[config.mk]
export PLATFORM = sky130hd
export DESIGN_NAME = cube_surface_to_led_index
export DESIGN_NICKNAME = d
export VERILOG_FILES = /design/src/hw/rtl/csl_pkg.sv /design/src/hw/rtl/csl_wrap.sv /design/src/hw/rtl/csl_map.sv /design/src/hw/rtl/cube_surface_to_led_index.sv
export SDC_FILE = /design/constraint.sdc
export NUM_CORES = 2
export LEC_CHECK = 0
export CORE_ASPECT_RATIO = 0.7
export CORE_MARGIN = 1.5
export CORE_UTILIZATION = 40
export DETAILED_ROUTE_END_ITERATION = 7
export DONT_BUFFER_PORTS = 1
export SLEW_MARGIN = 30
export SYNTH_ARGS = -nofsm -noshare
export SYNTH_HDL_FRONTEND = slang
export SYNTH_SLANG_ARGS = --single-unit
[constraint.sdc]
create_clock -name clk -period 9.4 [get_ports clk]
set_input_delay 1.41 -clock clk [delete_from_list [all_inputs] [get_ports clk]]
set_output_delay 1.41 -clock clk [all_outputs]
set_load 0.05 [all_outputs]
[src/hw/rtl/csl_pkg.sv]
`default_nettype none
// ----------------------------------------------------------------------------
// csl_pkg: shared types and constants for the cube surface to LED index block
// Side length limits, reciprocal format and inter-stage request types.
// ----------------------------------------------------------------------------
package csl_pkg;

	localparam int SIDE_MAX    = 64;
	localparam int SIDE_W      = 7;
	localparam int SIDE_IDX_W  = 6;
	localparam logic [SIDE_W-1:0] SIDE_RESET = 7'd8;

	// reciprocal table entry: ceil(2^RECIP_SHIFT / n)
	localparam int RECIP_SHIFT = 24;
	localparam int RECIP_W     = 25;

	typedef struct packed {
		logic [15:0] x;
		logic [15:0] y;
		logic [7:0]  red;
		logic [7:0]  green;
		logic [7:0]  blue;
	} csl_req_t;

	typedef struct packed {
		logic [SIDE_W-1:0] n;
		logic [7:0]        xm;
		logic [7:0]        wy;
		logic [7:0]        red;
		logic [7:0]        green;
		logic [7:0]        blue;
	} csl_wrap_t;

	typedef struct packed {
		logic [14:0] idx;
		logic [7:0]  xm;
		logic [7:0]  wy;
		logic [7:0]  red;
		logic [7:0]  green;
		logic [7:0]  blue;
	} csl_res_t;

	function automatic logic [SIDE_W-1:0] clamp_side(input logic [SIDE_W-1:0] v);
		logic [SIDE_W-1:0] r;
		if (v == '0) begin
			r = SIDE_W'(1);
		end else if (v > SIDE_W'(SIDE_MAX)) begin
			r = SIDE_W'(SIDE_MAX);
		end else begin
			r = v;
		end
		return r;
	endfunction

endpackage
`default_nettype wire

[src/hw/rtl/csl_wrap.sv]
`default_nettype none
// ----------------------------------------------------------------------------
// csl_wrap: coordinate wrap pipeline (stages 1 to 4)
// x mod 4n and y mod n via reciprocal multiply, then y folded into -2n..n-1.
// ----------------------------------------------------------------------------
module csl_wrap (
	input  logic                       clk,
	input  logic                       arst_n,
	input  logic [csl_pkg::SIDE_W-1:0] side_n,
	input  logic                       in_valid,
	output logic                       in_ready,
	input  csl_pkg::csl_req_t          in_req,
	output logic                       out_valid,
	input  logic                       out_ready,
	output csl_pkg::csl_wrap_t         out_pix
);
	import csl_pkg::*;

	logic [RECIP_W-1:0] recip_tbl [SIDE_MAX];

	for (genvar gi = 0; gi < SIDE_MAX; gi++) begin : g_recip
		localparam logic [RECIP_W-1:0] RV =
			RECIP_W'(((64'd1 << RECIP_SHIFT) + 64'(gi)) / 64'(gi + 1));
		assign recip_tbl[gi] = RV;
	end

	logic v_s1, v_s2, v_s3, v_s4;
	logic rdy1, rdy2, rdy3, rdy4;

	// stage 1
	logic [SIDE_W-1:0]  n_s1;
	logic [15:0]        u_s1, w_s1, y_s1;
	logic [RECIP_W-1:0] r_s1;
	logic [23:0]        rgb_s1;
	logic [SIDE_W-1:0]  side_m1;

	// stage 2
	logic [SIDE_W-1:0] n_s2;
	logic [15:0]       u_s2, w_s2, y_s2;
	logic [13:0]       qx_s2;
	logic [15:0]       qy_s2, cxp_s2, cyp_s2;
	logic [23:0]       rgb_s2;
	logic [40:0]       prodx, prody;
	logic [22:0]       cxprod, cyprod;
	logic [8:0]        m4_s1;

	// stage 3
	logic [SIDE_W-1:0] n_s3;
	logic [15:0]       y_s3;
	logic [7:0]        rx_s3, cx_s3;
	logic [5:0]        ry_s3, cy_s3;
	logic [23:0]       rgb_s3;
	logic [8:0]        m4_s2;
	logic [22:0]       backx, backy;
	logic [15:0]       rx_full, ry_full, cx_full, cy_full;

	// stage 4
	csl_wrap_t   pix_s4;
	logic [8:0]  m4_s3, dx, xm_full;
	logic [6:0]  dy, ym_full;
	logic [15:0] neg2n;
	logic        y_ge, y_lt;
	logic [7:0]  wy;

	assign rdy4     = !v_s4 || out_ready;
	assign rdy3     = !v_s3 || rdy4;
	assign rdy2     = !v_s2 || rdy3;
	assign rdy1     = !v_s1 || rdy2;
	assign in_ready = rdy1;

	always_ff @(posedge clk or negedge arst_n) begin
		if (!arst_n) begin
			v_s1 <= 1'b0;
			v_s2 <= 1'b0;
			v_s3 <= 1'b0;
			v_s4 <= 1'b0;
		end else begin
			if (rdy1) v_s1 <= in_valid;
			if (rdy2) v_s2 <= v_s1;
			if (rdy3) v_s3 <= v_s2;
			if (rdy4) v_s4 <= v_s3;
		end
	end

	// offset by 2^15 so the dividends are unsigned
	assign side_m1 = side_n - SIDE_W'(1);

	always_ff @(posedge clk) begin
		if (rdy1 && in_valid) begin
			n_s1   <= side_n;
			u_s1   <= {~in_req.x[15], in_req.x[14:0]};
			w_s1   <= {~in_req.y[15], in_req.y[14:0]};
			y_s1   <= in_req.y;
			r_s1   <= recip_tbl[side_m1[SIDE_IDX_W-1:0]];
			rgb_s1 <= {in_req.blue, in_req.green, in_req.red};
		end
	end

	assign m4_s1  = {n_s1, 2'b00};
	assign prodx  = 41'(u_s1) * 41'(r_s1);
	assign prody  = 41'(w_s1) * 41'(r_s1);
	// 2^15 mod m needs floor(2^15 / m), a plain slice of the reciprocal
	assign cxprod = 23'(r_s1[RECIP_W-1:11]) * 23'(m4_s1);
	assign cyprod = 23'(r_s1[RECIP_W-1:9]) * 23'(n_s1);

	always_ff @(posedge clk) begin
		if (rdy2 && v_s1) begin
			n_s2   <= n_s1;
			u_s2   <= u_s1;
			w_s2   <= w_s1;
			y_s2   <= y_s1;
			qx_s2  <= prodx[39:26];
			qy_s2  <= prody[39:24];
			cxp_s2 <= cxprod[15:0];
			cyp_s2 <= cyprod[15:0];
			rgb_s2 <= rgb_s1;
		end
	end

	assign m4_s2   = {n_s2, 2'b00};
	assign backx   = 23'(qx_s2) * 23'(m4_s2);
	assign backy   = 23'(qy_s2) * 23'(n_s2);
	assign rx_full = u_s2 - backx[15:0];
	assign ry_full = w_s2 - backy[15:0];
	assign cx_full = 16'h8000 - cxp_s2;
	assign cy_full = 16'h8000 - cyp_s2;

	always_ff @(posedge clk) begin
		if (rdy3 && v_s2) begin
			n_s3   <= n_s2;
			y_s3   <= y_s2;
			rx_s3  <= rx_full[7:0];
			ry_s3  <= ry_full[5:0];
			cx_s3  <= cx_full[7:0];
			cy_s3  <= cy_full[5:0];
			rgb_s3 <= rgb_s2;
		end
	end

	assign m4_s3   = {n_s3, 2'b00};
	assign dx      = {1'b0, rx_s3} - {1'b0, cx_s3};
	assign xm_full = dx + (dx[8] ? m4_s3 : 9'd0);
	assign dy      = {1'b0, ry_s3} - {1'b0, cy_s3};
	assign ym_full = dy + (dy[6] ? n_s3 : 7'd0);
	assign neg2n   = 16'd0 - {8'd0, n_s3, 1'b0};
	assign y_ge    = $signed(y_s3) >= $signed({9'd0, n_s3});
	assign y_lt    = $signed(y_s3) < $signed(neg2n);

	always_comb begin
		if (y_ge) begin
			wy = {2'b00, ym_full[5:0]};
		end else if (y_lt) begin
			wy = {2'b00, ym_full[5:0]} - {n_s3, 1'b0};
		end else begin
			wy = y_s3[7:0];
		end
	end

	always_ff @(posedge clk) begin
		if (rdy4 && v_s3) begin
			pix_s4.n     <= n_s3;
			pix_s4.xm    <= xm_full[7:0];
			pix_s4.wy    <= wy;
			pix_s4.red   <= rgb_s3[7:0];
			pix_s4.green <= rgb_s3[15:8];
			pix_s4.blue  <= rgb_s3[23:16];
		end
	end

	assign out_valid = v_s4;
	assign out_pix   = pix_s4;

`ifndef NO_ASSERTIONS
	a_xm_range: assert property (@(posedge clk) disable iff (!arst_n)
		v_s4 |-> ({1'b0, pix_s4.xm} < {pix_s4.n, 2'b00}))
		else $error("wrapped x not below 4n");

	a_wy_low: assert property (@(posedge clk) disable iff (!arst_n)
		v_s4 |-> ($signed({pix_s4.wy[7], pix_s4.wy}) >=
			$signed(9'd0 - {1'b0, pix_s4.n, 1'b0})))
		else $error("wrapped y below -2n");

	a_wy_high: assert property (@(posedge clk) disable iff (!arst_n)
		v_s4 |-> ($signed({pix_s4.wy[7], pix_s4.wy}) < $signed({2'b00, pix_s4.n})))
		else $error("wrapped y not below n");
`endif

endmodule
`default_nettype wire

[src/hw/rtl/csl_map.sv]
`default_nettype none
// ----------------------------------------------------------------------------
// csl_map: panel mapping pipeline (stages 5 to 7)
// Picks panel and in-panel position, then index = n*(n*panel + py) + px.
// ----------------------------------------------------------------------------
module csl_map (
	input  logic               clk,
	input  logic               arst_n,
	input  logic               in_valid,
	output logic               in_ready,
	input  csl_pkg::csl_wrap_t in_pix,
	output logic               out_valid,
	input  logic               out_ready,
	output csl_pkg::csl_res_t  out_res
);
	import csl_pkg::*;

	logic v_s5, v_s6, v_s7;
	logic rdy5, rdy6, rdy7;

	// stage 5
	csl_wrap_t  pix_s5;
	logic [2:0] panel_s5;
	logic [5:0] px_s5, py_s5;
	logic [8:0] n1, n2, n3, x9, base, xr9;
	logic [1:0] quad;
	logic [5:0] xr;
	logic [6:0] nm1_xr;
	logic [7:0] negy1, npy, bot_py;
	logic       is_side, is_top;
	logic [2:0] panel;
	logic [5:0] px, py;

	// stage 6
	csl_wrap_t  pix_s6;
	logic [8:0] t_s6;
	logic [5:0] px_s6;
	logic [9:0] np_prod;

	// stage 7
	csl_res_t    res_s7;
	logic [15:0] idx_prod;

	assign rdy7     = !v_s7 || out_ready;
	assign rdy6     = !v_s6 || rdy7;
	assign rdy5     = !v_s5 || rdy6;
	assign in_ready = rdy5;

	always_ff @(posedge clk or negedge arst_n) begin
		if (!arst_n) begin
			v_s5 <= 1'b0;
			v_s6 <= 1'b0;
			v_s7 <= 1'b0;
		end else begin
			if (rdy5) v_s5 <= in_valid;
			if (rdy6) v_s6 <= v_s5;
			if (rdy7) v_s7 <= v_s6;
		end
	end

	assign n1 = {2'b00, in_pix.n};
	assign n2 = {1'b0, in_pix.n, 1'b0};
	assign n3 = n1 + n2;
	assign x9 = {1'b0, in_pix.xm};

	always_comb begin
		if (x9 >= n3) begin
			quad = 2'd3;
			base = n3;
		end else if (x9 >= n2) begin
			quad = 2'd2;
			base = n2;
		end else if (x9 >= n1) begin
			quad = 2'd1;
			base = n1;
		end else begin
			quad = 2'd0;
			base = 9'd0;
		end
	end

	assign xr9     = x9 - base;
	assign xr      = xr9[5:0];
	assign nm1_xr  = in_pix.n - 7'd1 - {1'b0, xr};
	assign negy1   = ~in_pix.wy;
	assign npy     = {1'b0, in_pix.n} + in_pix.wy;
	assign bot_py  = ~in_pix.wy - {1'b0, in_pix.n};
	assign is_side = !in_pix.wy[7];
	assign is_top  = $signed({in_pix.wy[7], in_pix.wy}) >= $signed(9'd0 - n1);

	always_comb begin
		panel = 3'd0;
		px    = xr;
		py    = in_pix.wy[5:0];
		if (is_side) begin
			panel = 3'd1 + {1'b0, quad};
		end else if (is_top) begin
			case (quad)
				2'd0: begin
					px = nm1_xr[5:0];
					py = negy1[5:0];
				end
				2'd1: begin
					px = negy1[5:0];
					py = xr;
				end
				2'd2: begin
					px = xr;
					py = npy[5:0];
				end
				default: begin
					px = npy[5:0];
					py = nm1_xr[5:0];
				end
			endcase
		end else begin
			// mirrored bottom, panel rotated by two
			px = nm1_xr[5:0];
			py = bot_py[5:0];
			case (quad)
				2'd0:    panel = 3'd3;
				2'd1:    panel = 3'd4;
				2'd2:    panel = 3'd1;
				default: panel = 3'd2;
			endcase
		end
	end

	always_ff @(posedge clk) begin
		if (rdy5 && in_valid) begin
			pix_s5   <= in_pix;
			panel_s5 <= panel;
			px_s5    <= px;
			py_s5    <= py;
		end
	end

	assign np_prod = 10'(pix_s5.n) * 10'(panel_s5);

	always_ff @(posedge clk) begin
		if (rdy6 && v_s5) begin
			pix_s6 <= pix_s5;
			t_s6   <= np_prod[8:0] + {3'b000, py_s5};
			px_s6  <= px_s5;
		end
	end

	assign idx_prod = 16'(pix_s6.n) * 16'(t_s6);

	always_ff @(posedge clk) begin
		if (rdy7 && v_s6) begin
			res_s7.idx   <= 15'(idx_prod + {10'd0, px_s6});
			res_s7.xm    <= pix_s6.xm;
			res_s7.wy    <= pix_s6.wy;
			res_s7.red   <= pix_s6.red;
			res_s7.green <= pix_s6.green;
			res_s7.blue  <= pix_s6.blue;
		end
	end

	assign out_valid = v_s7;
	assign out_res   = res_s7;

`ifndef NO_ASSERTIONS
	a_px_range: assert property (@(posedge clk) disable iff (!arst_n)
		v_s5 |-> ({1'b0, px_s5} < pix_s5.n))
		else $error("panel x not below n");

	a_py_range: assert property (@(posedge clk) disable iff (!arst_n)
		v_s5 |-> ({1'b0, py_s5} < pix_s5.n))
		else $error("panel y not below n");

	a_panel_range: assert property (@(posedge clk) disable iff (!arst_n)
		v_s5 |-> (panel_s5 <= 3'd4))
		else $error("panel number above 4");
`endif

endmodule
`default_nettype wire

[src/hw/rtl/cube_surface_to_led_index.sv]
`default_nettype none
// ----------------------------------------------------------------------------
// cube_surface_to_led_index: surface coordinate to LED strip pixel write
// Wraps a signed coordinate over a five panel cube and gives the strip index.
// ----------------------------------------------------------------------------
//  channel   dir  handshake          payload (low bit up)
//  s_        in   tvalid / tready    coord_x 16, coord_y 16, red, green, blue
//  m_        out  tvalid / tready    led_index 15, wrapped_x 8, wrapped_y 8,
//                                    out_red, out_green, out_blue, pad 1
//  cfg_      in   we                 panel edge length 7
//
// One request per cycle while the output is not stalled; seven register stages,
// stages 1 to 4 in csl_wrap and stages 5 to 7 in csl_map.
// The stages hold the reciprocal divide (two multiplies) and the index
// multiply-add chain. Reset clears all stage valids, edge length goes to 8.
// A stalled output holds its request; stages behind it keep filling bubbles.
// ----------------------------------------------------------------------------
module cube_surface_to_led_index (
	input  logic        clk,
	input  logic        arst_n,
	input  logic        cfg_we,
	input  logic [6:0]  cfg_wdata,   // panel edge length
	input  logic        s_tvalid,
	output logic        s_tready,
	input  logic [55:0] s_tdata,     // coord_x, coord_y, red, green, blue
	output logic        m_tvalid,
	input  logic        m_tready,
	output logic [55:0] m_tdata      // led_index, wrapped_x, wrapped_y, r, g, b
);
	import csl_pkg::*;

	logic [SIDE_W-1:0] side_n_q;
	csl_req_t          req;
	csl_wrap_t         pix;
	csl_res_t          res;
	logic              pix_valid, pix_ready;

	always_ff @(posedge clk or negedge arst_n) begin
		if (!arst_n) begin
			side_n_q <= SIDE_RESET;
		end else if (cfg_we) begin
			side_n_q <= clamp_side(cfg_wdata);
		end
	end

	assign req.x     = s_tdata[15:0];
	assign req.y     = s_tdata[31:16];
	assign req.red   = s_tdata[39:32];
	assign req.green = s_tdata[47:40];
	assign req.blue  = s_tdata[55:48];

	csl_wrap u_wrap (
		.clk       (clk),
		.arst_n    (arst_n),
		.side_n    (side_n_q),
		.in_valid  (s_tvalid),
		.in_ready  (s_tready),
		.in_req    (req),
		.out_valid (pix_valid),
		.out_ready (pix_ready),
		.out_pix   (pix)
	);

	csl_map u_map (
		.clk       (clk),
		.arst_n    (arst_n),
		.in_valid  (pix_valid),
		.in_ready  (pix_ready),
		.in_pix    (pix),
		.out_valid (m_tvalid),
		.out_ready (m_tready),
		.out_res   (res)
	);

	assign m_tdata = {1'b0, res.blue, res.green, res.red, res.wy, res.xm, res.idx};

endmodule
`default_nettype wire

Word level (Yosys, flattened, before mapping):

Memories as Yosys holds them, arrays and structs flattened. A register that Yosys moved wholly into a read port is not among the register bits.
Cells that the tools add are included.

* bits of input ports: 68
* word-level logic and storage cells: 146
* memories kept: 1
* output and inout port bits: 58
* memory bits (read-only): 1600
* bits in registers: 497

Memories
* (no name shown): words 64, bits a word 25, rd ports 1, clocked after Yosys merged registers in 1, write ports 0, line csl_wrap.sv:94 `r_s1 <= recip_tbl[side_m1[SIDE_IDX_W-1:0]];`

* multipliers: 8
* add/subtract/negate cells: 21
* magnitude comparators: 7
* reductions and logical operators: 23
* bitwise gates (word level): 4
* equality and inequality tests: 2
* multiplexer cells: 21

Operators with widths (number)
* $mul A16 B25 Y40: 2
* $mux W6: 9
* $pmux W6 S3: 2
* $mul A16 B7 Y6: 2
* $mul A14 B7 Y6: 2
* $sub A6 B6 Y6: 4
* $ge A16 B8 Y1: 1
* $ge A8 B8 Y1: 2
* $lt A16 B16 Y1: 1
* $mux W8: 2
* $add A15 B6 Y15: 1
* $mul A7 B9 Y15: 1
* $mux W7: 2
* $add A6 B6 Y6: 2
* $sub A6 B1 Y6 const B: 2
* $add A7 B8 Y9: 1
* $add A9 B6 Y9: 1
* $ge A8 B9 Y1: 1
* $mul A7 B3 Y9: 1
* $pmux W3 S3: 1
* $sub A1 B8 Y9 const A: 1
* $sub A8 B8 Y9: 1
* $add A8 B8 Y8: 1
* $ge A8 B7 Y1: 1
* 21 further kinds: 42

Logic depth before layout (Yosys ltp):

* depth in word-level cells: 9
* mapped depth: 29
* mapped depth without buffers: 28

Hierarchy:

Synthesis repeated with hierarchy kept, for this count alone.

* cell total of the unflattened synthesis: 4378
* area total of the unflattened synthesis: 46250.6 sq um

By module, submodules not included
* csl_wrap: seq. area each 8748.4 sq um, instances 1, cells an instance 3458, area an instance 34868.4 sq um
* csl_map: seq. area each 5450.2 sq um, instances 1, cells an instance 889, area an instance 11053.1 sq um
* cube_surface_to_led_index: seq. area each 176.4 sq um, instances 1, cells an instance 31, area an instance 329.1 sq um

Least setup slack after synthesis:

No wires, ideal clock.

* kind: flip-flop to flip-flop
* start: register u_wrap.r_s1[22]
* end: register u_wrap.qy_s2[5], data pin
* clock period less this slack: 6114 ps
* cell stages (with the launch flop): 22
* arrival: 5855 ps
* slack: 3286 ps
* buffers on the path: 2
* library setup time: 260 ps
* required time: 9140 ps
* cell sequence: edfxtp_1 clkbuf_1 clkbuf_1 nand2_1 fa_1 inv_1 fa_1 inv_1 fa_1 fa_1 fa_1 inv_1 fa_1 ha_1 and3_1 a221oi_1 o311a_1 a32oi_1 a221o_1 nor4_1 nor3_1 xnor2_1

* longest elaborated chain between the ends: 1

RTL lines
* from (decl): line csl_wrap.sv:33 `logic [RECIP_W-1:0] r_s1;`
* $mul A16 B25 Y40: line csl_wrap.sv:101 `assign prody = 41'(w_s1) * 41'(r_s1);`
* via u_wrap.prody[29]: line csl_wrap.sv:43 `logic [40:0] prodx, prody;`
* to (signal assigned): line csl_wrap.sv:113 `qy_s2 <= prody[39:24];`
* to (decl): line csl_wrap.sv:41 `logic [15:0] qy_s2, cxp_s2, cyp_s2;`

The timed path passes the listed nets, and every way through them passes these cells.
A chain may end at the register's enable or synchronous reset.

Final worst setup path:

* start: register u_wrap.r_s1[15]
* end: register u_wrap.qy_s2[5], data pin

Same word-level chain as after synthesis.

==> out/qor.yml <==
synthesis:
  synthSimpleGateAreaFrac: 0.129
  synthFlopType: "edfxtp_1"
  syn_area_per_cell_um2: 10.6
  ys_warn_count: 0
  synth_compound_area_frac: 0.0636
  synth_fa_ha_area_frac: 0.375
  synth_top_area_cell: "edfxtp_1"
  ys_seq_area_frac: 0.314
  synth_top_cell_area_share: 0.307
  syn_area_mm2: 0.0457
  syn-num-nets: 5387
  synth_edf_count: 467
  synth_cell_types: 89
  synthMuxAreaShare: 0.00495
  synth-seq-cells: 481
  syn_inst: 4329
  synth_xor_area_frac: 0.0377
  synth.top_cells.by_area: "edfxtp_1, fa_1, ha_1, inv_1, nand2_1"
  async_flop_share: 0.0291
  synth_top_family_by_area: "adder cells"
timing:
  fmax_mhz: 137
  fin_skew_ns: 0.0386
  layout_min_cycle_time_ns: 7.32
  tightest_slew_ns: 1.06
  rsz0062_at_grt: "false"
  timing.final.max_slew_violations: 0
  hold_viol_final: 0
  setup_tns_ns: 0
  slew_headroom: 0.294
  finalSetupViolations: 0
  hold_slack_ns: 0.385
  finalWorstSetupSlack_ns: 2.08
  fin_crit_sh: 0.779
setup_path:
  path_buf_inv: 4
  r2r-end: "u_wrap.qy_s2[5]"
  cp_top_family: "adder cells"
  slowest_stage: "edfxtp_1"
  crit_path_start_kind: "register"
  crit_top_cell: "fa_1"
  worstPathArrival_ns: 7.68
  cp_max_fo: 19
  crit_required_ns: 9.76
  end_kind: "register"
  rrSetupSlack_ns: 2.08
  timing.rr.start: "u_wrap.r_s1[15]"
  crit_type: "register to register"
  critPathMaxStageDelay_ns: 0.84
  path_cells: "buf_4 > nand2_1 > fa_1 > inv_1 > fa_1 > inv_1 > fa_1 > fa_1 > fa_1 > inv_1 > fa_1 > ha_1 > a21o_1 > a221oi_1 > o311a_1 > a32oi_1 > a221o_1 > nor4_1 > nor3_1 > xnor2_1"
  worst_r2r_path_depth: 20
global_routing:
  first_global_vias: 30400
  busiest_layer: "met1"
  met1_usage: 0.294
  grtUsageTotal: 0.195
  overflow: 0
  antenna_found_initial: 14
  grt_max_degree: 63
  grt.met3_usage: 0.0454
  grt_pass1_wl_um: 178000
  met2_usage: 0.284
clocking:
  cts.sinks: 481
  clk_latency_ns: 0.65
  cts_tree: "yes"
  clk_path_buf_depth: 3
  ctsHtreeMaxLevel: 2
  cts-root-buf: "clkbuf_16"
  cts_buffers: 52
  postCtsSetupBuffers: 0
  cts_resized: 0
  postCtsHoldBufs: 0
  path_clk_slew_ns: 0.07
outcome:
  outcome: "finished clean"
final_layout:
  final_layout_size_suffix_gt1_frac: 0.0449
  area_delta_synth_final_pct: 7.81
  final_core_util: 0.436
  nets: 5315
routing:
  first_pass_iters: 5
  post-route-drc-count: 0
  routedWlPerCell_um: 19.3
  vias: 30000
  drt-vias-per-instance: 5.14
  final_antenna_net_count: 0
  drtIter0Drc: 2354
  wl_um: 112000
floorplan:
  die_y_um: 286
  rows: 103
  io_pins: 126
  die_w_um: 407
  coreArea_mm2: 0.113
  fp.dieArea_mm2: 0.116
  start_util: 0.405
worst_hold_path:
  hp-start: "u_wrap.rgb_s2[23]"
  hold_depth: 0
  holdPathEnd: "u_wrap.rgb_s3[23]"
  hold_path_class: "register to register"
place:
  hpwl_um: 82100
  io_buffers: 0
  gp_congestion: 0.912
  pre_cts_slack_ns: 2.16
flow_run:
  cap_violations: 0
[kinds of logic (layout without fill, tap and decap cells)]
logic type | Yosys count | count (layout)
muxes | 19 | 19
buffers and inverters | 922 | 894
xor gates and xnor gates | 197 | 197
adders and majority gates | 991 | 991
AOI/OAI and AO/OA | 449 | 449
DFF | 481 | 481
and+or+nand+nor | 1269 | 1269
other | 1 | 8
[metal layers]
metal	vias up	routed length, um
met4	10	2070
li1	13700	-
met1	15000	52900
met5	-	68
met3	138	9520
met2	1146	47700
[sequential cells by signal (all words and copies together) (netlist names), 7 cells and up]
register,count
u_map.pix_s5,47
u_wrap.y_s3,16
u_wrap.n_s3,7
u_wrap.r_s1,25
u_wrap.rgb_s2,24
u_map.t_s6,9
u_wrap.y_s1,16
u_wrap.rgb_s3,24
u_wrap.rgb_s1,24
u_wrap.n_s2,7
u_wrap.out_pix,47
u_wrap.u_s1,16
side_n_q,7
u_map.out_res,55
u_wrap.rx_s3,8
u_wrap.n_s1,7
u_wrap.u_s2,8
u_wrap.y_s2,16
u_map.pix_s6,47
[cells in the mapped netlist (all sizes together) (4+ instances only)]
cell       n
nand2    691
a211oi    19
inv      726
a21o      40
and2     303
nor3b      5
a221oi     7
a41oi      4
edfxtp   467
o31ai      7
o211ai    16
fa       631
nor3      32
mux2       6
nand3b     6
o22ai     16
a31oi     24
o2111ai    6
mux2i     11
xor2      38
nand4     11
ha       359
a2111oi    4
a311oi     4
xnor2    159
clkbuf   185
o21bai    10
nor2b     21
a21oi    128
nand2b    25
buf        9
dfrtp     13
nand3     33
or2        8
o311ai     6
o21a      15
nor4       6
or3        5
o221ai     4
nor2     108
and3       8
o21ai    100
[area by class of cell]
class / instances / area [um^2]
Antenna cell: 7 / 17.5
Clock buffer: 55 / 1310
Clock inverter: 43 / 390
Fill cell: 10600 / 63700
Inverter: 728 / 2730
Multi-Input combinational cell: 2926 / 28000
Sequential cell: 481 / 14400
Tap cell: 1522 / 1900
Timing Repair Buffer: 68 / 594
[cells in the final DEF (no fill, tap or decap), types with 8 or more instances in the layout]
| master | count |
|---|---|
| inv_1 | 721 |
| nand2_1 | 691 |
| fa_1 | 631 |
| edfxtp_1 | 467 |
| ha_1 | 359 |
| and2_1 | 298 |
| xnor2_1 | 154 |
| a21oi_1 | 127 |
| nor2_1 | 108 |
| o21ai_0 | 68 |
| clkbuf_16 | 52 |
| buf_4 | 52 |
| a21o_1 | 40 |
| xor2_1 | 38 |
| nand3_1 | 33 |
| o21ai_1 | 32 |
| nor3_1 | 31 |
| nand2b_1 | 25 |
| a31oi_1 | 23 |
| nor2b_1 | 19 |
| a211oi_1 | 17 |
| o211ai_1 | 16 |
| o21a_1 | 15 |
| o22ai_1 | 14 |
| buf_6 | 13 |
| dfrtp_1 | 13 |
| clkinv_1 | 12 |
| nand4_1 | 11 |
| mux2i_1 | 11 |
| o21bai_1 | 10 |
| and3_1 | 8 |
| clkinv_2 | 8 |
[worst max path at each step]
stage                          from              end  slack, ns  cells past startpoint
finish              u_wrap.r_s1[15]  u_wrap.qy_s2[5]       2.08                     20
global route        u_wrap.r_s1[15]  u_wrap.qy_s2[5]       1.79                     20
CTS                 u_wrap.r_s1[15]  u_wrap.qy_s2[5]       2.14                     20
detailed placement  u_wrap.r_s1[15]  u_wrap.qy_s2[5]       2.16                     20
global placement     u_wrap.y_s1[2]  u_wrap.qy_s2[5]       2.17                     19
floorplan           u_wrap.r_s1[22]  u_wrap.qy_s2[5]       3.29                     21
[worst reg2reg max path, delay by kind of cell (launching register included)]
| family | cells | cell delay [ns] |
|---|---|---|
| adders and majority gates | 7 | 3.22 |
| AOI/OAI and AO/OA | 5 | 1.78 |
| and+or+nand+nor | 3 | 0.45 |
| DFF | 1 | 0.84 |
| xor gates and xnor gates | 1 | 0.14 |
| buffers and inverters | 4 | 0.62 |
[stage by stage]
| stage | area [um^2] | cells |
|---|---|---|
| 5_1_grt | 49300 | 5825 |
| 2_1_floorplan | 45700 | 4329 |
| 4_1_cts | 49300 | 5822 |
| 3_3_place_gp | 47400 | 5709 |
| 6_report | 49300 | 5830 |
| 3_5_place_dp | 47600 | 5724 |
Power is not shown: default switching activity piles up to over one toggle a cycle in this logic, so the estimate is an artifact.
